[src/rtl/mpeg_audio_header_sync_parser_unit_macros.svh]
// Assertion macros for the MPEG audio header sync parser.
// Used by the top level; the checks compile away when SYNTHESIS is defined.
`ifndef MPEG_AUDIO_HEADER_SYNC_PARSER_UNIT_MACROS_SVH
`define MPEG_AUDIO_HEADER_SYNC_PARSER_UNIT_MACROS_SVH

`ifndef SYNTHESIS
`define MAHSP_ASSERT(label, clk, rst, prop) \
   label: assert property (@(posedge clk) disable iff (rst) prop) \
      else $error("mahsp assertion failed");
`define MAHSP_ASSERT_ALWAYS(label, clk, prop) \
   label: assert property (@(posedge clk) prop) \
      else $error("mahsp assertion failed");
`else
`define MAHSP_ASSERT(label, clk, rst, prop)
`define MAHSP_ASSERT_ALWAYS(label, clk, prop)
`endif

`endif

[src/rtl/mahsp_pkg.sv]
// Types, constants and lookup tables for the MPEG audio header sync parser.
// Has no dependencies; used by mahsp_decode and the top level.
`default_nettype none

package mahsp_pkg;

   localparam logic [7:0]  SYNC_LEAD       = 8'hFF;
   localparam logic [7:0]  SYNC_CODE_FA    = 8'hFA;
   localparam logic [7:0]  SYNC_CODE_F3    = 8'hF3;
   localparam logic [7:0]  SYNC_CODE_F5    = 8'hF5;
   localparam logic [7:0]  SYNC_CODE_FB    = 8'hFB;
   localparam logic [7:0]  SYNC_CODE_FC    = 8'hFC;
   localparam logic [7:0]  SYNC_CODE_FD    = 8'hFD;

   localparam logic [1:0]  VERSION_MPEG1   = 2'b11;
   localparam logic [1:0]  LAYER_CODE_1    = 2'b11;
   localparam logic [1:0]  LAYER_CODE_3    = 2'b01;
   localparam logic [1:0]  MODE_MONO       = 2'b11;

   localparam logic [15:0] SCAN_LIMIT_RESET = 16'd16384;

   localparam logic        STATUS_FOUND     = 1'b0;
   localparam logic        STATUS_NOT_FOUND = 1'b1;

   // Byte rates (125 times kbit/s), indexed by the bitrate index.
   localparam logic [15:0] MP1_L12_BYTE_RATE [16] = '{
      16'd0,     16'd4000,  16'd6000,  16'd7000,  16'd8000,  16'd10000, 16'd12000, 16'd14000,
      16'd16000, 16'd20000, 16'd24000, 16'd28000, 16'd32000, 16'd40000, 16'd48000, 16'd0};
   localparam logic [15:0] MP1_L3_BYTE_RATE [16] = '{
      16'd0,     16'd4000,  16'd5000,  16'd6000,  16'd7000,  16'd8000,  16'd10000, 16'd12000,
      16'd14000, 16'd16000, 16'd20000, 16'd24000, 16'd28000, 16'd32000, 16'd40000, 16'd0};
   localparam logic [15:0] MP2_L1_BYTE_RATE [16] = '{
      16'd0,     16'd4000,  16'd6000,  16'd7000,  16'd8000,  16'd10000, 16'd12000, 16'd14000,
      16'd16000, 16'd18000, 16'd20000, 16'd22000, 16'd24000, 16'd28000, 16'd32000, 16'd0};
   localparam logic [15:0] MP2_L23_BYTE_RATE [16] = '{
      16'd0,     16'd1000,  16'd2000,  16'd3000,  16'd4000,  16'd5000,  16'd6000,  16'd7000,
      16'd8000,  16'd10000, 16'd12000, 16'd14000, 16'd16000, 16'd18000, 16'd20000, 16'd0};

   localparam logic [15:0] MP1_HZ [4] = '{16'd44100, 16'd48000, 16'd32000, 16'd0};
   localparam logic [15:0] MP2_HZ [4] = '{16'd22050, 16'd24000, 16'd16000, 16'd0};

   typedef struct packed {
      logic        valid;
      logic [1:0]  channels;
      logic [15:0] frequency_hz;
      logic [15:0] byte_rate;
      logic        is_mp3;
   } hdr_info_type;

   function automatic logic is_sync_code(input logic [7:0] b);
      is_sync_code = (b == SYNC_CODE_FA) || (b == SYNC_CODE_F3) || (b == SYNC_CODE_F5) ||
                     (b == SYNC_CODE_FB) || (b == SYNC_CODE_FC) || (b == SYNC_CODE_FD);
   endfunction

endpackage

`default_nettype wire

[src/rtl/mahsp_decode.sv]
// Header decoder: turns the three header bytes into a valid flag, channel count,
// sample rate, byte rate and the MPEG-1 layer 3 flag. Uses mahsp_pkg for its tables.
`default_nettype none

module mahsp_decode
   import mahsp_pkg::*;
(
   input  wire logic [7:0]   sync_byte,
   input  wire logic [7:0]   rate_byte,
   input  wire logic [7:0]   mode_byte,
   output hdr_info_type      info
);

   logic        mpeg1;
   logic        layer1;
   logic        layer3;
   logic [3:0]  bitrate_idx;
   logic [1:0]  freq_idx;
   logic [15:0] byte_rate;
   logic [15:0] freq_hz;

   assign mpeg1       = (sync_byte[4:3] == VERSION_MPEG1);
   assign layer1      = (sync_byte[2:1] == LAYER_CODE_1);
   assign layer3      = (sync_byte[2:1] == LAYER_CODE_3);
   assign bitrate_idx = rate_byte[7:4];
   assign freq_idx    = rate_byte[3:2];

   // MPEG-2 layer 3 shares the layer 2 bitrate table.
   always_comb begin
      if (mpeg1) begin
         byte_rate = layer3 ? MP1_L3_BYTE_RATE[bitrate_idx] : MP1_L12_BYTE_RATE[bitrate_idx];
         freq_hz   = MP1_HZ[freq_idx];
      end else begin
         byte_rate = layer1 ? MP2_L1_BYTE_RATE[bitrate_idx] : MP2_L23_BYTE_RATE[bitrate_idx];
         freq_hz   = MP2_HZ[freq_idx];
      end
   end

   assign info.valid        = (byte_rate != 16'd0) && (freq_hz != 16'd0);
   assign info.channels     = (mode_byte[7:6] == MODE_MONO) ? 2'd1 : 2'd2;
   assign info.frequency_hz = freq_hz;
   assign info.byte_rate    = byte_rate;
   assign info.is_mp3       = mpeg1 & layer3;

endmodule

`default_nettype wire

[src/rtl/mpeg_audio_header_sync_parser_unit.sv]
// MPEG audio header sync parser: hunts a byte stream for a frame sync and
// reports the first valid header, or a not-found word once the scan limit runs out.
// An accepted byte goes through the input register, then the result register, to its
// result word. Throughput: one byte per cycle while rsp_tready is high.
// Synchronous reset clears the hunt state and sets scan_limit to 16384.
// Depends on mahsp_pkg, mahsp_decode and the assertion macro header.
`default_nettype none
`include "mpeg_audio_header_sync_parser_unit_macros.svh"

module mpeg_audio_header_sync_parser_unit
   import mahsp_pkg::*;
(
   input  wire logic         clock,
   input  wire logic         reset,

   input  wire logic         req_tvalid,
   output      logic         req_tready,
   input  wire logic [7:0]   req_tdata,    // data_byte
   input  wire logic         req_tuser,    // start_of_buffer

   output      logic         rsp_tvalid,
   input  wire logic         rsp_tready,
   // channels[1:0], frequency_hz[17:2], byte_rate[33:18], is_mp3[34],
   // sync_byte[42:35], rate_byte[50:43], mode_byte[58:51], zero fill[63:59]
   output      logic [63:0]  rsp_tdata,
   output      logic         rsp_tuser,    // status

   input  wire logic         csr_wr_en,
   input  wire logic [15:0]  csr_wr_data   // scan_limit
);

   typedef enum logic [1:0] {
      PH_HUNT,
      PH_AFTER,
      PH_RATE,
      PH_MODE
   } phase_type;

   // Input register
   logic         in_valid_ff;
   logic [7:0]   in_byte_ff;
   logic         in_start_ff;

   // Hunt state
   phase_type    phase_ff,     phase_in;
   logic [15:0]  count_ff,     count_in;
   logic [7:0]   held_sync_ff, held_sync_in;
   logic         held_sync_we;
   logic [7:0]   held_rate_ff, held_rate_in;
   logic         held_rate_we;
   logic         finished_ff,  finished_in;
   logic [15:0]  scan_limit_ff;

   // Result register
   logic         out_valid_ff,   out_valid_in;
   logic         out_load;
   logic         out_status_ff,  out_status_in;
   logic [1:0]   out_chan_ff,    out_chan_in;
   logic [15:0]  out_freq_ff,    out_freq_in;
   logic [15:0]  out_brate_ff,   out_brate_in;
   logic         out_mp3_ff,     out_mp3_in;
   logic [7:0]   out_sync_ff,    out_sync_in;
   logic [7:0]   out_rate_ff,    out_rate_in;
   logic [7:0]   out_mode_ff,    out_mode_in;

   logic         advance;
   phase_type    phase_cur;
   logic [15:0]  count_cur;
   logic         finished_cur;
   logic         end_iter;
   logic [15:0]  last_iter;
   hdr_info_type hdr_info;

   mahsp_decode u_decode (
      .sync_byte (held_sync_ff),
      .rate_byte (held_rate_ff),
      .mode_byte (in_byte_ff),
      .info      (hdr_info)
   );

   // The held word moves on only when the result register is free or being emptied.
   assign advance    = in_valid_ff & (~out_valid_ff | rsp_tready);
   assign req_tready = ~in_valid_ff | advance;

   // A zero limit wraps here, which allows the full 65536 iterations.
   assign last_iter    = scan_limit_ff - 16'd1;

   assign phase_cur    = in_start_ff ? PH_HUNT : phase_ff;
   assign count_cur    = in_start_ff ? 16'd0   : count_ff;
   assign finished_cur = in_start_ff ? 1'b0    : finished_ff;

   always_comb begin
      phase_in      = phase_ff;
      count_in      = count_ff;
      finished_in   = finished_ff;
      held_sync_in  = in_byte_ff;
      held_sync_we  = 1'b0;
      held_rate_in  = in_byte_ff;
      held_rate_we  = 1'b0;
      end_iter      = 1'b0;
      out_valid_in  = out_valid_ff & ~rsp_tready;
      out_load      = 1'b0;
      out_status_in = STATUS_NOT_FOUND;
      out_chan_in   = 2'd0;
      out_freq_in   = 16'd0;
      out_brate_in  = 16'd0;
      out_mp3_in    = 1'b0;
      out_sync_in   = 8'd0;
      out_rate_in   = 8'd0;
      out_mode_in   = 8'd0;

      if (advance) begin
         phase_in    = phase_cur;
         count_in    = count_cur;
         finished_in = finished_cur;
         if (!finished_cur) begin
            case (phase_cur)
               PH_HUNT: begin
                  if (in_byte_ff == SYNC_LEAD) begin
                     phase_in = PH_AFTER;
                  end else begin
                     end_iter = 1'b1;
                  end
               end
               PH_AFTER: begin
                  if (in_byte_ff == SYNC_LEAD) begin
                     phase_in = PH_AFTER;
                  end else if (is_sync_code(in_byte_ff)) begin
                     held_sync_we = 1'b1;
                     phase_in     = PH_RATE;
                  end else begin
                     end_iter = 1'b1;
                  end
               end
               PH_RATE: begin
                  held_rate_we = 1'b1;
                  phase_in     = PH_MODE;
               end
               PH_MODE: begin
                  phase_in = PH_HUNT;
                  if (hdr_info.valid) begin
                     finished_in   = 1'b1;
                     out_valid_in  = 1'b1;
                     out_load      = 1'b1;
                     out_status_in = STATUS_FOUND;
                     out_chan_in   = hdr_info.channels;
                     out_freq_in   = hdr_info.frequency_hz;
                     out_brate_in  = hdr_info.byte_rate;
                     out_mp3_in    = hdr_info.is_mp3;
                     out_sync_in   = held_sync_ff;
                     out_rate_in   = held_rate_ff;
                     out_mode_in   = in_byte_ff;
                  end
               end
               default: begin
                  phase_in = PH_HUNT;
               end
            endcase

            if (end_iter) begin
               phase_in = PH_HUNT;
               if (count_cur >= last_iter) begin
                  finished_in  = 1'b1;
                  out_valid_in = 1'b1;
                  out_load     = 1'b1;
               end else begin
                  count_in = count_cur + 16'd1;
               end
            end
         end
      end
   end

   always_ff @(posedge clock) begin
      if (reset) begin
         in_valid_ff   <= 1'b0;
         in_start_ff   <= 1'b0;
         phase_ff      <= PH_HUNT;
         count_ff      <= 16'd0;
         held_sync_ff  <= 8'd0;
         held_rate_ff  <= 8'd0;
         finished_ff   <= 1'b0;
         scan_limit_ff <= SCAN_LIMIT_RESET;
         out_valid_ff  <= 1'b0;
      end else begin
         if (req_tready) begin
            in_valid_ff <= req_tvalid;
            in_start_ff <= req_tuser;
            in_byte_ff  <= req_tdata;
         end
         phase_ff    <= phase_in;
         count_ff    <= count_in;
         finished_ff <= finished_in;
         if (held_sync_we) begin
            held_sync_ff <= held_sync_in;
         end
         if (held_rate_we) begin
            held_rate_ff <= held_rate_in;
         end
         if (csr_wr_en) begin
            scan_limit_ff <= csr_wr_data;
         end
         out_valid_ff <= out_valid_in;
         if (out_load) begin
            out_status_ff <= out_status_in;
            out_chan_ff   <= out_chan_in;
            out_freq_ff   <= out_freq_in;
            out_brate_ff  <= out_brate_in;
            out_mp3_ff    <= out_mp3_in;
            out_sync_ff   <= out_sync_in;
            out_rate_ff   <= out_rate_in;
            out_mode_ff   <= out_mode_in;
         end
      end
   end

   assign rsp_tvalid = out_valid_ff;
   assign rsp_tuser  = out_status_ff;
   assign rsp_tdata  = {5'd0, out_mode_ff, out_rate_ff, out_sync_ff, out_mp3_ff,
                        out_brate_ff, out_freq_ff, out_chan_ff};

   `MAHSP_ASSERT(a_found_has_rates, clock, reset,
      (rsp_tvalid && rsp_tuser == STATUS_FOUND) |->
         (rsp_tdata[17:2] != 16'd0 && rsp_tdata[33:18] != 16'd0))
   `MAHSP_ASSERT(a_not_found_is_blank, clock, reset,
      (rsp_tvalid && rsp_tuser == STATUS_NOT_FOUND) |-> (rsp_tdata == 64'd0))
   `MAHSP_ASSERT(a_result_sets_finished, clock, reset,
      $rose(rsp_tvalid) |-> finished_ff)
   `MAHSP_ASSERT(a_stall_only_on_full_pipe, clock, reset,
      !req_tready |-> (in_valid_ff && rsp_tvalid && !rsp_tready))

endmodule

`default_nettype wire
[config.mk]
export PLATFORM = sky130hd
export DESIGN_NAME = mpeg_audio_header_sync_parser_unit
export DESIGN_NICKNAME = d
export VERILOG_FILES = /design/src/rtl/mahsp_pkg.sv /design/src/rtl/mahsp_decode.sv /design/src/rtl/mpeg_audio_header_sync_parser_unit.sv
export VERILOG_INCLUDE_DIRS = /design/src /design/src/rtl
export SDC_FILE = /design/constraint.sdc
export NUM_CORES = 1
export LEC_CHECK = 0
export ABC_AREA = 1
export BUFFER_PORTS_ARGS = -buffer_cell sky130_fd_sc_hd__buf_2
export CELL_PAD_IN_SITES_DETAIL_PLACEMENT = 0
export CELL_PAD_IN_SITES_GLOBAL_PLACEMENT = 1
export CORE_ASPECT_RATIO = 1.25
export CORE_UTILIZATION = 42
export DETAILED_ROUTE_END_ITERATION = 12
export PLACE_DENSITY = 0.83
export SYNTH_ARGS = -nofsm -noshare
export SYNTH_HDL_FRONTEND = slang
export SYNTH_SLANG_ARGS = --single-unit
export TNS_END_PERCENT = 10
[constraint.sdc]
create_clock -name clock -period 5.65 [get_ports clock]
set_input_delay 1.13 -clock clock [delete_from_list [all_inputs] [get_ports clock]]
set_output_delay 1.13 -clock clock [all_outputs]
set_load 0.01 [all_outputs]
==> flow_metrics.env, run 1 <==
export IMPL_track_usage_pct=20.8
export IMPL_yosys_cell_count_top_type="nand2_1"
export IMPL_fill_cells=1588
export IMPL_critPathKind="flop to flop"
export IMPL_cp_start_kind="flop"
export IMPL_avgRoutedWirePerCell_um=13.5
export IMPL_vias=5794
export IMPL_period_minus_slack_ns=4.40
export IMPL_cts_resized=0
export IMPL_hold_class="flop to flop"
export IMPL_r2r_start="scan_limit_ff[0]$_SDFFE_PP0P_"
export IMPL_syn_avg_cell_area_um2=7.49
export IMPL_gr_total_overflow=0
export IMPL_slew_headroom_pct=38.6
export IMPL_dp_hpwl_um=12000
export IMPL_ys_flop_type="edfxtp_1"
export IMPL_cp_data_arrival_time_ns=4.49
export IMPL_required_ns=5.74
export IMPL_place_inst=1163
export IMPL_synth_cell_area_mm2=0.00669
export IMPL_diodes=0
export IMPL_cts_root_buf="clkbuf_16"
export IMPL_worst_slew_pin_slew_ns=0.920
export IMPL_synthTopCellsByCount="220 x nand2_1, 130 x nor2_1, 107 x inv_1"
export IMPL_gp_congestion=0.888
export IMPL_final_nets=1034
export IMPL_layout_drive_gt1_share_pct=14.7
export IMPL_synthToLayoutAreaGrowth_pct=16.0
export IMPL_cts_sinks=115
export IMPL_ant_nets=0
export IMPL_drtIter0Drc=293
export IMPL_setup_violations=0
export IMPL_io_buffers=85
export IMPL_core_mm2=0.0156
export IMPL_grt_pass1_wl_um=26100
export IMPL_postCtsHoldBufs=0
export IMPL_power_density_mw_per_mm2=273
export IMPL_cts_tree="yes"
export IMPL_yosysUniqueCellTypes=34
export IMPL_grt_antenna_before_repair=0
export IMPL_hold_viol_final=0
export IMPL_clock_latency_ns=0.42
export IMPL_dpl_cell_area_mm2=0.00718
export IMPL_setup_worst_path_start="scan_limit_ff[0]$_SDFFE_PP0P_"
export IMPL_grt_max_degree=53
export IMPL_min_from="held_rate_ff[1]$_SDFFE_PP0P_"
export IMPL_remaining_drc_errors=0
export IMPL_async_flop_share_pct=0
export IMPL_start_util_pct=42.9
export IMPL_finalCritPeriodShare_pct=77.8
export IMPL_worstSetupEndpointType="flop"
export IMPL_max_freq_mhz=227
export IMPL_die_height_um=143
export IMPL_finalMaxSlewViolations=0
export IMPL_status="completed"
export IMPL_synth_top_cell_by_area="edfxtp_1"
export IMPL_clk_pin_slew_worst_paths_ns=0.05
export IMPL_synth_top_area_share_pct=27.4
export IMPL_maxCapViolations=0
export IMPL_synth_edf_count=61
export IMPL_routed_wirelength_um=16100
export IMPL_final_instance_count_excl_fill=1194
export IMPL_grt_pass1_vias=5546
export IMPL_first_pass_iters=5
export IMPL_syn_inst=893
export IMPL_fin_area_mm2=0.00775
export IMPL_cts_buffers=17
export IMPL_htreeDepth=4
export IMPL_post_cts_buffers=0
export IMPL_irDropWorstVdd_mv=0.156
export IMPL_final_core_util_pct=49.8
export IMPL_fin_skew_ns=0.00855
export IMPL_power_leakage_nw=3.66
export IMPL_std_cell_rows=51
export IMPL_grt_setup_unrepaired="no"
export IMPL_ys_warn_count=0
export IMPL_vias_per_cell=4.85
export IMPL_crit_fanout=27
export IMPL_die_x_um=115
export IMPL_synth_area_leaders="edfxtp_1 27%, dfxtp_1 16%, nand2_1 12%"
export IMPL_die_area_mm2=0.0164
export IMPL_whs_ns=0.455
export IMPL_ios=97
export IMPL_cts_buffer_depth=2
export IMPL_finalSetupTns_ns=0
export IMPL_yosysSeqAreaShare_pct=43.6
export IMPL_rrSetupSlack_ns=1.25
export IMPL_ys_seq_elements=115
==> where the power goes <==
part           switching [mW]  internal (mW)
Clock                   0.402          0.650
Sequential             0.0176          0.889
Combinational          0.0997         0.0543
==> cell type report <==
type / instances / area (um2) / share of cell area (%)
Clock inverter: 14 / 153 / 1.97
Tap cell: 212 / 265 / 3.42
Clock buffer: 17 / 425 / 5.49
Sequential cell: 115 / 2910 / 37.6
Inverter: 113 / 424 / 5.47
Timing Repair Buffer: 89 / 455 / 5.87
Multi-Input combinational cell: 634 / 3120 / 40.2
==> kinds of logic (layout without fill, tap and decap cells) <==
logic type               Yosys count  after routing  share of synthesized area [%]
adder cells (fa/ha/maj)           34             34                           6.36
other                              1             11                         0.0561
flip-flops                       115            115                           43.6
XOR/XNOR                          14             14                           1.83
AND/OR/NAND/NOR                  461            461                           29.1
buffers and inverters            154            233                           10.3
AO/OA/AOI/OAI                    114            114                           8.72
==> layer usage <==
layer	up-vias	track usage (%)	wire, um
met3	41	3.69	510
met2	144	39.1	8550
li1	3015	-	-
met4	0	11.3	591
met5	-	0	0
met1	2594	21.6	6430
==> sequential cells by signal, summed over array words and instances, names as in the netlist, 2 cells and up <==
| register | cells |
|---|---|
| out_sync_ff | 8 |
| out_chan_ff | 2 |
| phase_ff | 2 |
| held_sync_ff | 8 |
| scan_limit_ff | 16 |
| held_rate_ff | 8 |
| out_rate_ff | 8 |
| held_rate_in | 8 |
| out_freq_ff | 12 |
| count_ff | 16 |
| out_brate_ff | 13 |
| out_mode_ff | 8 |
==> critical path: stages, from the launching register on <==
cell and delay (ns):
dfxtp_1 0.29, inv_1 0.10, ha_1 0.20, nand2_1 0.09, nor3_1 0.30, nand2_1 0.14
nor3_1 0.36, nand4_1 0.18, nor2_1 0.15, xor2_1 0.15, inv_1 0.05, ha_1 0.28
nand4_1 0.12, nor3_1 0.20, nand2_1 0.10, nand3_1 0.19, nand2_1 0.10, nand2_1 0.08
nand3_1 0.09, inv_2 0.49, buf_4 0.42
==> cells in the final DEF, fill, tap and decap left out, drive strengths merged, types with 2 or more instances in the layout <==
cell type / Yosys / layout
a31oi: 2 / 2
clkinvlp: 0 / 3
clkinv: 0 / 4
o21a: 3 / 3
edfxtp: 61 / 61
nand2: 223 / 223
nor3: 21 / 21
conb: 1 / 11
clkbuf: 11 / 17
bufinv: 0 / 2
or2: 3 / 3
ha: 34 / 34
nor3b: 3 / 3
buf: 30 / 89
nor2: 140 / 140
nand3b: 5 / 5
nand4: 12 / 12
inv: 113 / 118
xor2: 9 / 9
xnor2: 5 / 5
nand3: 50 / 50
a21oi: 64 / 64
o21ai: 44 / 44
dfxtp: 54 / 54
nor4: 2 / 2
==> worst paths after layout <==
kind,to,cells past startpoint
worst min-delay path,held_rate_ff[1]$_SDFFE_PP0P_,2
worst max-delay path,out_mode_ff[6]$_SDFFCE_PP0P_,20
worst max register to register,out_mode_ff[6]$_SDFFCE_PP0P_,20
worst min register to register,held_rate_ff[1]$_SDFFE_PP0P_,2
==> stage by stage <==
stage | worst slack (ns) | total power [mW]
floorplan | 1.47 | 1.04
finish | 1.25 | 2.11
detailed placement | 1.21 | 1.08
global route | 0.612 | 2.19
global placement | 1.30 | 1.08
CTS | 1.19 | 2.13
(Power assumes the default switching activity.)
==> run 2, diff against run 1 <==
--- a/config.mk
+++ b/config.mk
@@ -6,14 +6,14 @@
 export SDC_FILE = /design/constraint.sdc
 export NUM_CORES = 1
 export LEC_CHECK = 0
-export ABC_AREA = 1
+export ABC_AREA = 0
 export BUFFER_PORTS_ARGS = -buffer_cell sky130_fd_sc_hd__buf_2
 export CELL_PAD_IN_SITES_DETAIL_PLACEMENT = 0
 export CELL_PAD_IN_SITES_GLOBAL_PLACEMENT = 1
 export CORE_ASPECT_RATIO = 1.25
-export CORE_UTILIZATION = 42
+export CORE_UTILIZATION = 40
 export DETAILED_ROUTE_END_ITERATION = 12
-export PLACE_DENSITY = 0.83
+export PLACE_DENSITY = 0.79
 export SYNTH_ARGS = -nofsm -noshare
 export SYNTH_HDL_FRONTEND = slang
 export SYNTH_SLANG_ARGS = --single-unit
==> constraint.sdc (replaced) <==
create_clock -name clock -period 3.75 [get_ports clock]
set_input_delay 0.75 -clock clock [delete_from_list [all_inputs] [get_ports clock]]
set_output_delay 0.75 -clock clock [all_outputs]
set_load 0.01 [all_outputs]
==> run 2 against run 1 <==
First-iteration DRC count grew 14%. Synthesized cell count shrank 16%. Clock power grew 40%. Combinational power grew 18%. Register-to-register slack lost 1.4 ns. Setup slack lost 1.4 ns. Highest routed layer unchanged. Flip-flop and latch count is the same. Critical endpoint is now out_rate_ff[0]$_SDFFCE_PP0P_. The flow now finishes with violations (negative setup slack). Routed wire length grew 10%. Largest cell class unchanged. Via count grew 1.2%. Critical path depth shrank 3. Critical path type unchanged. Count of clock-buffer cells in the layout is the same.
==> flow_metrics.env, run 2 <==
export IMPL_setup_violations=53
export IMPL_synth_edf_count=61
export IMPL_gr_total_overflow=0
export IMPL_core_mm2=0.0169
export IMPL_hold_viol_final=0
export IMPL_grt_pass1_wl_um=28300
export IMPL_std_cell_rows=53
export IMPL_cts_root_buf="clkbuf_16"
export IMPL_min_from="held_sync_ff[6]$_SDFFE_PP0P_"
export IMPL_ys_warn_count=0
export IMPL_start_util_pct=41.1
export IMPL_required_ns=3.88
export IMPL_reg2reg_depth=17
export IMPL_gp_congestion=0.893
export IMPL_drtIter0Drc=334
export IMPL_io_buffers=85
export IMPL_ys_seq_elements=115
export IMPL_cts_buffers=17
export IMPL_syn_inst=752
export IMPL_power_density_mw_per_mm2=360
export IMPL_grt_pass1_vias=5541
export IMPL_remaining_drc_errors=0
export IMPL_worst_slack_ns=-0.143
export IMPL_layout_drive_gt1_share_pct=23.2
export IMPL_worst_slew_pin_slew_ns=1.04
export IMPL_slew_headroom_pct=30.1
export IMPL_routed_wirelength_um=17700
export IMPL_htreeDepth=4
export IMPL_crit_fanout=10
export IMPL_track_usage_pct=20.3
export IMPL_reg_largest_list="count_ff: 16 flops, scan_limit_ff: 16 flops, out_brate_ff: 13 flops"
export IMPL_max_freq_mhz=257
export IMPL_crit_end="out_rate_ff[0]$_SDFFCE_PP0P_"
export IMPL_async_flop_share_pct=0
export IMPL_finalMaxSlewViolations=0
export IMPL_dp_hpwl_um=12500
export IMPL_synth_area_leaders="edfxtp_1 26%, dfxtp_1 16%, ha_1 6.1%"
export IMPL_power_leakage_nw=3.53
export IMPL_violations="negative setup slack"
export IMPL_first_pass_iters=5
export IMPL_die_area_mm2=0.0179
export IMPL_grt_antenna_before_repair=0
export IMPL_clk_pin_slew_worst_paths_ns=0.06
export IMPL_die_x_um=120
export IMPL_irDropWorstVdd_mv=0.265
export IMPL_cts_sinks=115
export IMPL_worstSetupEndpointType="flop"
export IMPL_avgRoutedWirePerCell_um=16.5
export IMPL_maxCapViolations=0
export IMPL_syn_avg_cell_area_um2=9.25
export IMPL_synthTopCellsByCount="109 x nor2_1, 61 x edfxtp_1, 55 x nand2_1"
export IMPL_hold_class="flop to flop"
export IMPL_vias=5864
export IMPL_cts_buffer_depth=2
export IMPL_ios=97
export IMPL_critPathKind="flop to flop"
export IMPL_period_minus_slack_ns=3.89
export IMPL_dpl_worst_slack_ns=0.00694
export IMPL_clock_latency_ns=0.42
export IMPL_cp_start_kind="flop"
export IMPL_yosysUniqueCellTypes=73
export IMPL_cp_data_arrival_time_ns=4.02
export IMPL_diodes=0
export IMPL_vias_per_cell=5.44
export IMPL_rrSetupSlack_ns=-0.14
export IMPL_r2r_start="scan_limit_ff[1]$_SDFFE_PP0P_"
export IMPL_fin_skew_ns=0.0127
export IMPL_power_mw=3.01
export IMPL_yosysSeqAreaShare_pct=41.9
export IMPL_ys_flop_type="edfxtp_1"
export IMPL_grt_max_degree=58
export IMPL_status="finished with violations"
export IMPL_synthToLayoutAreaGrowth_pct=20.3
export IMPL_r2r_end="out_rate_ff[0]$_SDFFCE_PP0P_"
export IMPL_synth_top_area_share_pct=26.3
export IMPL_ant_nets=0
export IMPL_cts_tree="yes"
export IMPL_final_nets=908
export IMPL_yosys_cell_count_top_type="nor2_1"
export IMPL_postCtsHoldBufs=0
export IMPL_setup_worst_path_start="scan_limit_ff[1]$_SDFFE_PP0P_"
export IMPL_die_height_um=149
export IMPL_final_common_cell="nor2_1"
export IMPL_synth_top_cell_by_area="edfxtp_1"
export IMPL_finalCritPeriodShare_pct=104
export IMPL_grt_setup_unrepaired="yes"
export IMPL_synth_cell_area_mm2=0.00696
export IMPL_final_cell_mix="108 x nor2_1, 85 x buf_2, 61 x edfxtp_1"
==> run 2: cell count changes after synthesis, moves of 10 or more <==
cell	previous run	this run
nand2_1	220	55
o21ai_0	41	12
mux2i_1	0	24
nor2_1	130	109
nor2_2	10	0
a211oi_1	0	16
inv_1	107	37
nand3_1	49	18
nand2b_1	0	17
clkbuf_1	11	23
a21oi_1	64	49
nor2b_1	0	28
==> run 2: layout make-up <==
type	instances	area [um2]
well taps	220	275
inverters	38	143
fillers	1648	8550
clock inverters	15	109
flip-flops and latches	115	2920
multi-input cells	549	3710
clock buffers	17	425
repair buffers	123	786
==> run 2: worst min-delay path by stage <==
stage                              endpoint  depth (start not counted)
5_1_grt        held_sync_ff[5]$_SDFFE_PP0P_                          2
3_3_place_gp   held_sync_ff[7]$_SDFFE_PP0P_                          2
3_5_place_dp   held_sync_ff[6]$_SDFFE_PP0P_                          2
6_report       held_sync_ff[6]$_SDFFE_PP0P_                          2
2_1_floorplan  held_sync_ff[5]$_SDFFE_PP0P_                          2
4_1_cts        held_sync_ff[5]$_SDFFE_PP0P_                          2
==> run 2: kinds of logic after synthesis <==
family / after synthesis / share of synthesized area (%)
AO/OA/AOI/OAI: 159 / 16.5
XOR/XNOR: 18 / 2.27
adder cells (fa/ha/maj): 34 / 6.12
buffers and inverters: 98 / 7.14
flip-flops: 115 / 41.9
multiplexers: 35 / 5.88
other: 1 / 0.0539
AND/OR/NAND/NOR: 292 / 20.1
==> run 2: repair_timing <==
| item | 4_1_cts | 5_1_grt |
|---|---|---|
| gates cloned | 1 | 1 |
| setup buffers | 3 | 6 |
| endpoints found under the hold margin | 0 | 0 |
| setup endpoints to repair | 40 | 59 |
| resized for setup | 7 | 4 |
| pin swaps | 1 | 8 |
==> run 2: layer usage <==
layer,GRT usage (%),vias up,share of wire (%)
met2,37.0,161,53
met5,0,-,0
met1,22.4,2784,40
met4,9.06,0,2.9
met3,4.46,38,4.4
li1,-,2881,-
==> run 2: worst max-delay path, cell delays in order (launching register included) <==
cell       delay, ns
dfxtp_2         0.34
nor3_4          0.20
nor3b_4         0.23
nand2_2         0.09
nor3_2          0.18
nand2b_1        0.17
nor4_4          0.29
xnor2_1         0.12
ha_1            0.30
nand4_1         0.11
a2111o_1        0.44
o21ai_4         0.16
nor2b_4         0.19
nor4_1          0.07
buf_4           0.15
nor3_4          0.22
buf_6           0.16
clkbuf_16       0.16
==> run 2: metrics by stage <==
stage | TNS (ns) | area (um2) | hold WS, ns | instances | utilization [%]
3_3_place_gp | 0 | 7690 | 0.444 | 1035 | 45.5
2_1_floorplan | -36.94 | 7080 | 0.432 | 762 | -
5_1_grt | -18.25 | 8360 | 0.475 | 1077 | 49.5
3_5_place_dp | 0 | 7690 | 0.457 | 1035 | 45.5
6_report | -6.10 | 8360 | 0.463 | 1077 | 49.5
4_1_cts | 0 | 8310 | 0.465 | 1071 | 49.1
==> run 2: where the power goes <==
part           switching [mW]  internal (mW)
clock                   0.622          0.845
sequential             0.0278           1.34
combinational          0.0968         0.0850
total                   0.747           2.27
